### config.mk
export PLATFORM = sky130hd
export DESIGN_NAME = cpts_cell
export DESIGN_NICKNAME = d
export VERILOG_FILES = /design/src/rtl/counter_priority_task_scheduler_core_macros.svh /design/src/rtl/cpts_pkg.sv /design/src/rtl/cpts_cell.sv
export SDC_FILE = /design/constraint.sdc
export NUM_CORES = 1
export LEC_CHECK = 0
export BUFFER_PORTS_ARGS = -buffer_cell sky130_fd_sc_hd__buf_4
export CORE_ASPECT_RATIO = 1.2
export CORE_MARGIN = 4
export CORE_UTILIZATION = 39
export CTS_CLUSTER_SIZE = 40
export DETAILED_ROUTE_END_ITERATION = 16
export PLACE_DENSITY = 0.66
export SLEW_MARGIN = 10
export SYNTH_ARGS = -nofsm -noshare
export SYNTH_HDL_FRONTEND = slang
export SYNTH_SLANG_ARGS = --single-unit
### constraint.sdc
create_clock -name aclk -period 3.9 [get_ports aclk]
set_input_delay 0.78 -clock aclk [delete_from_list [all_inputs] [get_ports aclk]]
set_output_delay 0.78 -clock aclk [all_outputs]
set_load 0.02 [all_outputs]
### src/rtl/counter_priority_task_scheduler_core_macros.svh
// Assertion macros shared by the scheduler RTL.
// No dependencies.
`ifndef COUNTER_PRIORITY_TASK_SCHEDULER_CORE_MACROS_SVH
`define COUNTER_PRIORITY_TASK_SCHEDULER_CORE_MACROS_SVH
// implication checked on every rising clock edge outside reset
`define CPTS_ASSERT_IMP(label, clk, rstn, pre, post) \
    label: assert property (@(posedge clk) disable iff (!rstn) (pre) |-> (post)) \
        else $error("assertion failed");
// next-cycle implication
`define CPTS_ASSERT_NEXT(label, clk, rstn, pre, post) \
    label: assert property (@(posedge clk) disable iff (!rstn) (pre) |=> (post)) \
        else $error("assertion failed");
`endif

### src/rtl/cpts_pkg.sv
// Package for the counter priority task scheduler: widths, codes, types.
// No dependencies.
`timescale 1ns / 1ps
`default_nettype none
package cpts_pkg;
    localparam int MaxTasks   = 64;
    localparam int IdxW       = 6;
    localparam int SliceW     = 9;
    localparam int PrioW      = 8;
    localparam int PreW       = 4;
    localparam int FuncW      = 3;

    localparam logic [FuncW-1:0] FUNC_TICK  = 3'd0;
    localparam logic [FuncW-1:0] FUNC_YIELD = 3'd1;
    localparam logic [FuncW-1:0] FUNC_POFF  = 3'd2;
    localparam logic [FuncW-1:0] FUNC_PON   = 3'd3;
    localparam logic [FuncW-1:0] FUNC_WRITE = 3'd4;

    typedef enum logic [2:0] {
        ST_IDLE, ST_PICK, ST_CHARGE, ST_PICK2, ST_OUT
    } state_t;

    // Command broadcast to every cell in the same cycle
    typedef struct packed {
        logic              wr;       // load entry sel
        logic              tick;     // decrement entry sel
        logic              zero;     // clear counter of entry sel
        logic              pinc;
        logic              pdec;
        logic              charge;   // recharge all present entries
        logic              shift;    // rotate the ring one place
        logic [IdxW-1:0]   sel;
        logic              present;
        logic              running;
        logic [PrioW-1:0]  prio;
        logic [SliceW-1:0] slice;
    } cell_cmd_t;

    typedef struct packed {
        logic              present;
        logic              running;
        logic [SliceW-1:0] slice;
        logic [PreW-1:0]   preempt;
        logic [PrioW-1:0]  prio;
    } entry_t;
endpackage
`default_nettype wire

### src/rtl/cpts_cell.sv
// One task-table cell of the scheduler ring; on shift it takes the entry of the cell one index above.
// Depends on cpts_pkg.
`timescale 1ns / 1ps
`default_nettype none
module cpts_cell (
    input  wire                        aclk,
    input  wire                        aresetn,
    input  wire                        is_zero,
    input  wire  [cpts_pkg::IdxW-1:0]  my_slot,
    input  wire  [cpts_pkg::IdxW-1:0]  rot,
    input  wire  cpts_pkg::cell_cmd_t  cmd,
    input  wire  cpts_pkg::entry_t     prev_entry,
    output cpts_pkg::entry_t           entry
);
    import cpts_pkg::*;

    entry_t entry_reg, entry_next;
    logic   hit;
    logic [SliceW:0] rc;

    // slot held here is (my_slot + rot) mod MaxTasks
    assign hit = (IdxW'(my_slot + rot) == cmd.sel);
    assign rc  = {1'b0, 1'b0, entry_reg.slice[SliceW-1:1]} + (SliceW+1)'(entry_reg.prio);

    always_comb begin
        entry_next = entry_reg;
        if (cmd.shift) begin
            entry_next = prev_entry;
        end else if (cmd.charge) begin
            if (entry_reg.present)
                entry_next.slice = rc[SliceW] ? '1 : rc[SliceW-1:0];
        end else if (hit) begin
            if (cmd.wr) begin
                entry_next.present = cmd.present;
                entry_next.running = cmd.running;
                entry_next.prio    = cmd.prio;
                entry_next.slice   = cmd.slice;
                entry_next.preempt = '0;
            end
            if (cmd.tick && entry_reg.slice != '0)
                entry_next.slice = entry_reg.slice - SliceW'(1);
            if (cmd.zero)
                entry_next.slice = '0;
            if (cmd.pinc && entry_reg.preempt != '1)
                entry_next.preempt = entry_reg.preempt + PreW'(1);
            if (cmd.pdec && entry_reg.preempt != '0)
                entry_next.preempt = entry_reg.preempt - PreW'(1);
        end
    end

    always_ff @(posedge aclk) begin
        if (!aresetn) begin
            entry_reg.present <= is_zero;
            entry_reg.running <= is_zero;
            entry_reg.slice   <= '0;
            entry_reg.preempt <= '0;
            entry_reg.prio    <= PrioW'(1);
        end else begin
            entry_reg <= entry_next;
        end
    end

    assign entry = entry_reg;
endmodule
`default_nettype wire

**Yosys cells after proc, flatten, opt, wreduce, memory -nomap -nowiden**

Cells that the tools add are included.

- Register bits after elaboration: 23
- Bits in latches: 0
- Memory bits (writable): 0
- Bits in read-only memories: 0
- Bits of input ports: 70
- Output and inout port bits: 23
- Word-level logic and storage cells: 44
- Memories kept: 0

- Add/sub/neg operators: 5
- Multipliers: 0
- Divide/modulo/power cells: 0
- $lt $le $gt $ge: 0
- Eq/ne operators: 7
- Shift operators: 0
- Muxes and demuxes: 13
- Bitwise logic cells: 0
- Reduce and logical (&&, ||, !) cells: 14

Operators by type and width:

| operator | count |
|---|---|
| $mux W23 | 4 |
| $mux W9 | 5 |
| $mux W12 | 1 |
| $reduce_and A3 Y1 | 4 |
| $add A8 B8 Y9 | 1 |
| $reduce_bool A9 Y1 | 1 |
| $sub A9 B1 Y9 const B | 1 |
| $mux W4 | 2 |
| $reduce_bool A4 Y1 | 2 |
| $add A6 B6 Y6 | 1 |
| $eq A6 B6 Y1 | 1 |
| $ne A3 B1 Y1 const B | 2 |
| $reduce_bool A5 Y1 | 1 |
| $add A4 B1 Y4 const B | 1 |
| $ne A4 B4 Y1 const B | 1 |
| $reduce_bool A2 Y1 | 2 |
| $sub A4 B1 Y4 const B | 1 |
| $logic_and A1 B1 Y1 | 3 |
| $ne A3 B2 Y1 const B | 1 |
| $ne A3 B3 Y1 const B | 1 |
| $reduce_bool A3 Y1 | 1 |
| $mux W2 | 1 |
| $ne A2 B2 Y1 const B | 1 |

**Longest topological paths before layout**

Gate-level depths: netlist of the first run.

- Depth after elaboration: 8
- Gate-level depth with buffers: 10
- Gate-level depth less buffers: 8

**Least setup slack after synthesis of the first run**

No wires, ideal clock.

- Path kind: input to register
- Start: in my_slot[0] in the netlist's numbering
- End: reg entry_reg (netlist bit entry[6])
- Library setup time: 0.122 ns
- Arrival time: 2.989 ns
- Data required time: 3.778 ns
- Path slack: 0.789 ns
- Cell stages on the path: 9
- Buffers on the path: 1
- Cell sequence: ha_1 -> fa_1 -> xor3_1 -> nor3_2 -> o2111ai_1 -> a2111oi_4 -> buf_4 -> o21ai_0 -> o311a_1

- Longest elaborated chain between the ends: 4

Ends and longest elaborated chain:

| what | RTL line | RTL |
|---|---|---|
| from (decl) | cpts_cell.sv:9 | `input wire [cpts_pkg::IdxW-1:0] my_slot,` |
| $add A6 B6 Y6 | cpts_cell.sv:22 | `assign hit = (IdxW'(my_slot + rot) == cmd.sel);` |
| $eq A6 B6 Y1 | cpts_cell.sv:22 |  |
| $reduce_bool A2 Y1 (no line) | -- |  |
| $reduce_and A3 Y1 (no line) | -- |  |
| to (signal assigned) | cpts_cell.sv:59 | `entry_reg <= entry_next;` |
| to (decl) | cpts_cell.sv:17 | `entry_t entry_reg, entry_next;` |

Every way passes these cells.
A chain may end at the register's enable or synchronous reset.

**Worst setup path in the final report of the first run**

- Start: in my_slot[0] in the netlist's numbering
- End: reg entry_reg (netlist bit entry[22]) (enable)

- Longest elaborated chain between the ends: 4

Ends and longest elaborated chain:

| what | RTL line |
|---|---|
| $add A6 B6 Y6 | cpts_cell.sv:22 |
| $eq A6 B6 Y1 | cpts_cell.sv:22 |
| $ne A3 B1 Y1 (no line) | -- |
| $reduce_and A3 Y1 (no line) | -- |

Every way passes these cells.

==> flow_metrics.env, run 1 <==
export IMPL_dr_total_vias=2460
export IMPL_power_switching_mw=0.311
export IMPL_netlist_area_mm2=0.00234
export IMPL_drtAntennaViolNets=0
export IMPL_critPathBufInv=2
export IMPL_die_w_um=78.7
export IMPL_switching_share=0.372
export IMPL_die_y_um=92.8
export IMPL_powerDensity_mw_per_mm2=269
export IMPL_p_int_mw=0.524
export IMPL_num_fill_cells=583
export IMPL_antenna_found_initial=0
export IMPL_cts_sinks=23
export IMPL_grt_max_degree=50
export IMPL_hold_viol=0
export IMPL_wl_um=6950
export IMPL_layout_drive_gt1_share=0.314
export IMPL_combPwrFrac=0.458
export IMPL_yosysTopAreaCellShare=0.180
export IMPL_p_leak_nw=1.40
export IMPL_rsz0062_at_grt="no"
export IMPL_core_area_mm2=0.00574
export IMPL_min_path_type="register to register"
export IMPL_worstSetupPathType="input pin to register"
export IMPL_start_util=0.407
export IMPL_syn_to_final_growth_pct=32.9
export IMPL_p_seq_frac=0.354
export IMPL_status="complete, no violations"
export IMPL_synth_top_cell_by_area="dfxtp_1"
export IMPL_finalSetupViolations=0
export IMPL_yosys_most_used_dff="dfxtp_1"
export IMPL_cts_tree="built"
export IMPL_max_cap_viol_count=0
export IMPL_synthTopCellsByArea="dfxtp_1, ha_1, mux2i_1"
export IMPL_ys_seq_area_frac=0.205
export IMPL_insertion_delay_ns=0.27
export IMPL_grt_first_pass_wirelength_um=11600
export IMPL_synthesis_instances=275
export IMPL_port_buffers=92
export IMPL_maxSlewHeadroom=0.356
export IMPL_cp_start_kind="input pin"
export IMPL_cp_common_cell="buf_4"
export IMPL_grtUsageTotal=0.194
export IMPL_ioPinCount=93
export IMPL_async_flop_share=0
export IMPL_overflow=0
export IMPL_place_inst=433
export IMPL_slew_violations=0
export IMPL_holdBufCountCts=0
export IMPL_largest_reg_flops=23
export IMPL_cts_resized=0
export IMPL_fin_setup_tns_ns=0
export IMPL_num_antenna_cells=0
export IMPL_synth_distinct_cells=60
export IMPL_cts_buffers_inserted=3
export IMPL_clkPwrFrac=0.188
export IMPL_finClkSkew_ns=0.00332
export IMPL_cts_buffer_depth=2
export IMPL_synth_warnings=0
export IMPL_drt_iter0_drc=99
export IMPL_fin_crit_ns=3.12
export IMPL_synth_seq_cells=23
export IMPL_die_area_mm2=0.00731
export IMPL_crit_chain="buf_4, ha_1, fa_1, xor3_1, nor3_2, o2111ai_1, a2111oi_4, buf_4, or3_1"
export IMPL_required_ns=3.89
export IMPL_syn_avg_cell_area_um2=8.51
export IMPL_vias_per_cell=5.63
export IMPL_hp_start="entry[12]$_SDFFE_PN0P_"
export IMPL_drc=0
export IMPL_fmax_mhz=320
export IMPL_tightest_slew_ns=0.966
export IMPL_path_max_fanout=17
export IMPL_crit_family="compound AO/OA/AOI/OAI gates"
export IMPL_vdd_ir_drop_max_mv=0.132
export IMPL_cp_arrival_ns=3.11
export IMPL_r2r_start="entry[12]$_SDFFE_PN0P_"
export IMPL_drt_pass1_iterations=4
export IMPL_path_clk_slew_ns=0.09
export IMPL_r2r_end="entry[13]$_SDFFE_PN0P_"
export IMPL_synth_edff_count=2
export IMPL_hold_depth=2
export IMPL_wire_per_inst_um=15.9
export IMPL_instances_no_fill=437
export IMPL_timing_final_crit_share=0.800
export IMPL_grt_pass1_vias=2418
export IMPL_h_tree_depth=1
export IMPL_routabilityCongestion=0.869
export IMPL_endpoint_kind="register"
export IMPL_dp_hpwl_um=5430
export IMPL_regToRegSetupSlack_ns=1.31
export IMPL_reg2reg_depth=8
export IMPL_nets=447
export IMPL_synth_fp_nets=364
export IMPL_cpMaxStageDelayCell="fa_1"
export IMPL_worst_path_largest_cell_delay_ns=0.41
export IMPL_hold_path_end="entry[12]$_SDFFE_PN0P_"
export IMPL_fp_row_count=30
export IMPL_cts_root_buffer="clkbuf_8"
export IMPL_post_cts_setup_buffer_count=0
[stage by stage]
stage / setup WS (ns) / hold WS [ns] / area, µm² / util / total power, mW
after global placement: 0.535 / 0.533 / 3060 / 0.533 / 0.679
after floorplan: 0.789 / 0.572 / 2340 / - / 0.544
after CTS: 0.768 / 0.552 / 3110 / 0.542 / 0.840
after global routing: 0.633 / 0.582 / 3110 / 0.542 / 0.896
final: 0.779 / 0.543 / 3110 / 0.542 / 0.835
after detailed placement: 0.488 / 0.535 / 3060 / 0.533 / 0.683
[layout by cell type, fill, tap and decap left out, drive strengths merged, types with 3 or more instances in the layout]
master / synthesis / layout
nand2b: 3 / 3
inv: 7 / 7
clkbuf: 9 / 3
a221oi: 6 / 6
buf: 6 / 93
or4: 3 / 3
xnor2: 7 / 7
o31ai: 5 / 5
a211oi: 9 / 9
nor3: 7 / 7
o311a: 9 / 9
ha: 17 / 17
nand3: 12 / 12
nand2: 14 / 14
xor2: 8 / 8
mux2i: 13 / 13
mux2: 6 / 6
a21o: 5 / 5
o21ai: 22 / 22
a21oi: 21 / 21
dfxtp: 21 / 21
a2111oi: 4 / 4
nor2: 18 / 18
o21a: 3 / 3
a211o: 4 / 4
[layout make-up]
type | instances | area, µm² | share of cell area
repair buffers | 93 | 698 | 0.224
inverters | 8 | 30.0 | 0.00965
well taps | 80 | 100 | 0.0322
multi-input cells | 229 | 1750 | 0.564
clock inverters | 1 | 7.51 | 0.00241
flip-flops and latches | 23 | 480 | 0.154
clock buffers | 3 | 41.3 | 0.0133
[synthesized netlist by cell type, drive strengths merged, types with 3 or more instances]
cell,count
o31ai,5
or4,3
a21o,5
ha,17
dfxtp,21
o21a,3
mux2,6
mux2i,13
nand3,12
a2111oi,4
nor3,7
xnor2,7
o311a,9
a211oi,9
clkbuf,9
xor2,8
nand2b,3
a221oi,6
nand2,14
a211o,4
inv,7
o21ai,22
buf,6
nor2,18
a21oi,21
[power by group through the flow]
| stage | clock network (mW) | registers [mW] | logic (mW) |
|---|---|---|---|
| CTS | 0.160 | 0.296 | 0.385 |
| detailed placement | 0 | 0.301 | 0.382 |
| finish | 0.157 | 0.296 | 0.382 |
| global route | 0.171 | 0.300 | 0.425 |
| global placement | 0 | 0.302 | 0.377 |
| floorplan | 0 | 0.313 | 0.231 |
[worst register-to-register path, stage by stage, from the launching register on]
cell and delay [ns]:
dfxtp_1 0.37, inv_1 0.11, ha_1 0.16, or4b_1 0.47, o21a_1 0.35, o41ai_4 0.30, a2111o_1 0.40, a211oi_1 0.14
o21a_1 0.20
[routing by layer]
layer	routed length [µm]	up-vias	track usage
li1	-	1245	-
met1	2960	1132	0.249
met2	3500	75	0.342
met3	406	8	0.0214
met4	85	0	0.0525
met5	0	-	0
[worst max path at each step]
stage          startpoint                endpoint  slack [ns]  cells after the start
2_1_floorplan  my_slot[0]   entry[6]$_SDFFE_PN0P_        0.79                      9
3_3_place_gp   my_slot[0]     entry[22]$_DFFE_PP_        0.53                      9
3_5_place_dp   my_slot[0]     entry[21]$_DFFE_PP_        0.49                      9
4_1_cts        my_slot[0]     entry[22]$_DFFE_PP_        0.77                      9
5_1_grt        my_slot[0]  entry[20]$_SDFFE_PN0P_        0.63                      9
6_report       my_slot[0]     entry[22]$_DFFE_PP_        0.78                      9
[cell families after synthesis]
family | synth area share
AOI/OAI and AO/OA | 0.331
xor gates and xnor gates | 0.0663
muxes | 0.0845
adders and majority gates | 0.108
buffers and inverters | 0.0455
DFF | 0.205
and+or+nand+nor | 0.159
Power figures use the tool's default switching activity.
==> run 2: changes to the inputs <==
==> constraint.sdc (replaced) <==
create_clock -name aclk -period 3.2 [get_ports aclk]
set_input_delay 0.64 -clock aclk [delete_from_list [all_inputs] [get_ports aclk]]
set_output_delay 0.64 -clock aclk [all_outputs]
set_load 0.02 [all_outputs]
==> flow_metrics.env, run 2 (synthesized netlist as in run 1, its figures left out) <==
export IMPL_cts_tree="built"
export IMPL_holdWs_ns=0.552
export IMPL_cp_arrival_ns=3.13
export IMPL_crit_chain="buf_4, ha_1, fa_1, xor3_1, nor3_2, o2111ai_1, buf_4, a2111oi_2, nor3_1, a211oi_1"
export IMPL_critPathLaunch="my_slot[0]"
export IMPL_drt_iter0_drc=111
export IMPL_fmax_mhz=341
export IMPL_h_tree_depth=1
export IMPL_die_area_mm2=0.00731
export IMPL_wire_per_inst_um=15.9
export IMPL_dp_hpwl_um=5590
export IMPL_port_buffers=92
export IMPL_antenna_found_initial=0
export IMPL_cp_common_cell="buf_4"
export IMPL_overflow=0
export IMPL_crit_family="compound AO/OA/AOI/OAI gates"
export IMPL_critPathBufInv=2
export IMPL_fp_row_count=30
export IMPL_endpoint_kind="register"
export IMPL_final_common_cell="buf_4"
export IMPL_vdd_ir_drop_max_mv=0.191
export IMPL_vias_per_cell=5.61
export IMPL_cts_sinks=23
export IMPL_min_path_type="register to register"
export IMPL_post_cts_setup_buffer_count=0
export IMPL_finalSetupViolations=0
export IMPL_routabilityCongestion=0.859
export IMPL_drtAntennaViolNets=0
export IMPL_worstSetupPathType="input pin to register"
export IMPL_powerDensity_mw_per_mm2=325
export IMPL_maxSlewHeadroom=0.415
export IMPL_cp_start_kind="input pin"
export IMPL_wl_um=7040
export IMPL_finClkSkew_ns=0.00769
export IMPL_insertion_delay_ns=0.27
export IMPL_cts_resized=0
export IMPL_cts_root_buffer="clkbuf_8"
export IMPL_grt_pass1_vias=2488
export IMPL_worst_path_largest_cell_delay_ns=0.51
export IMPL_core_area_mm2=0.00574
export IMPL_tightest_slew_ns=0.877
export IMPL_die_y_um=92.8
export IMPL_cpMaxStageDelayCell="a2111oi_2"
export IMPL_postLayoutCellArea_mm2=0.00316
export IMPL_start_util=0.407
export IMPL_syn_to_final_growth_pct=34.9
export IMPL_p_leak_nw=1.43
export IMPL_slew_violations=0
export IMPL_path_max_fanout=4
export IMPL_nets=453
export IMPL_holdBufCountCts=0
export IMPL_layout_drive_gt1_share=0.325
export IMPL_die_w_um=78.7
export IMPL_grt_first_pass_wirelength_um=11800
export IMPL_status="complete, no violations"
export IMPL_drt_pass1_iterations=4
export IMPL_final_cell_mix="buf_4, a21oi_1, o21ai_0, dfxtp_1, nor2_1"
export IMPL_setup_ws_ns=0.268
export IMPL_grtUsageTotal=0.198
export IMPL_largest_reg_flops=23
export IMPL_place_area_mm2=0.00311
export IMPL_required_ns=3.39
export IMPL_timing_final_crit_share=0.916
export IMPL_fin_crit_ns=2.93
export IMPL_max_cap_viol_count=0
export IMPL_num_antenna_cells=0
export IMPL_rsz0062_at_grt="no"
export IMPL_cts_buffer_depth=2
export IMPL_r2r_start="entry[13]$_SDFFE_PN0P_"
export IMPL_dr_total_vias=2484
export IMPL_grt_max_degree=50
export IMPL_drc=0
export IMPL_path_clk_slew_ns=0.09
export IMPL_hp_start="entry[9]$_SDFFE_PN0P_"
export IMPL_ioPinCount=93
export IMPL_hold_viol=0
export IMPL_num_fill_cells=582
export IMPL_cts_buffers_inserted=3
export IMPL_place_ws_ns=-0.0447
-- run 2: cell type report --
cell class	count	area (µm²)	share of cell area
Clock buffer	3	41.3	0.0131
Sequential cell	23	480	0.152
Tap cell	80	100	0.0317
Multi-Input combinational cell	229	1750	0.556
Timing Repair Buffer	99	743	0.236
Inverter	8	30.0	0.00952
Clock inverter	1	7.51	0.00238
-- run 2: power by group --
| part | internal (mW) | total (mW) | switching [mW] |
|---|---|---|---|
| clock network | 0.0884 | 0.192 | 0.104 |
| logic | 0.239 | 0.478 | 0.239 |
| registers | 0.317 | 0.355 | 0.0386 |
| total | 0.644 | 1.03 | 0.382 |
-- run 2: worst register-to-register path, cell delays in order, from the launching register on --
cell	delay (ns)
dfxtp_1	0.36
inv_1	0.12
ha_1	0.17
or4b_1	0.47
o21a_1	0.34
o41ai_4	0.29
a2111o_1	0.35
buf_4	0.18
nand3_1	0.08
a21oi_1	0.15
-- run 2: layer usage --
layer  wire length [µm]  GRT usage  share of wire  up-vias
li1                   -          -              -     1253
met1               3060      0.244           0.43     1138
met2               3430      0.348           0.49       80
met3                412     0.0243          0.059       13
met4                140     0.0773          0.020        0
met5                  0          0              0        -
-- run 2: stage by stage --
stage                     TNS, ns  cells  total power [mW]  utilization
after floorplan                 0    275             0.663            -
after global placement          0    439             0.835        0.541
after detailed placement   -0.123    439             0.841        0.541
after CTS                       0    443              1.03        0.549
after global routing            0    443              1.10        0.549
final                           0    443              1.03        0.549
-- run 2: final timing paths --
| path | endpoint | slack (ns) | depth (start not counted) |
|---|---|---|---|
| worst max-delay path | entry[10]$_SDFFE_PN0P_ | 0.27 | 10 |
| worst max register to register | entry[14]$_SDFFE_PN0P_ | 0.62 | 9 |
| worst min register to register | entry[9]$_SDFFE_PN0P_ | 0.55 | 2 |
| worst min-delay path | entry[9]$_SDFFE_PN0P_ | 0.55 | 2 |
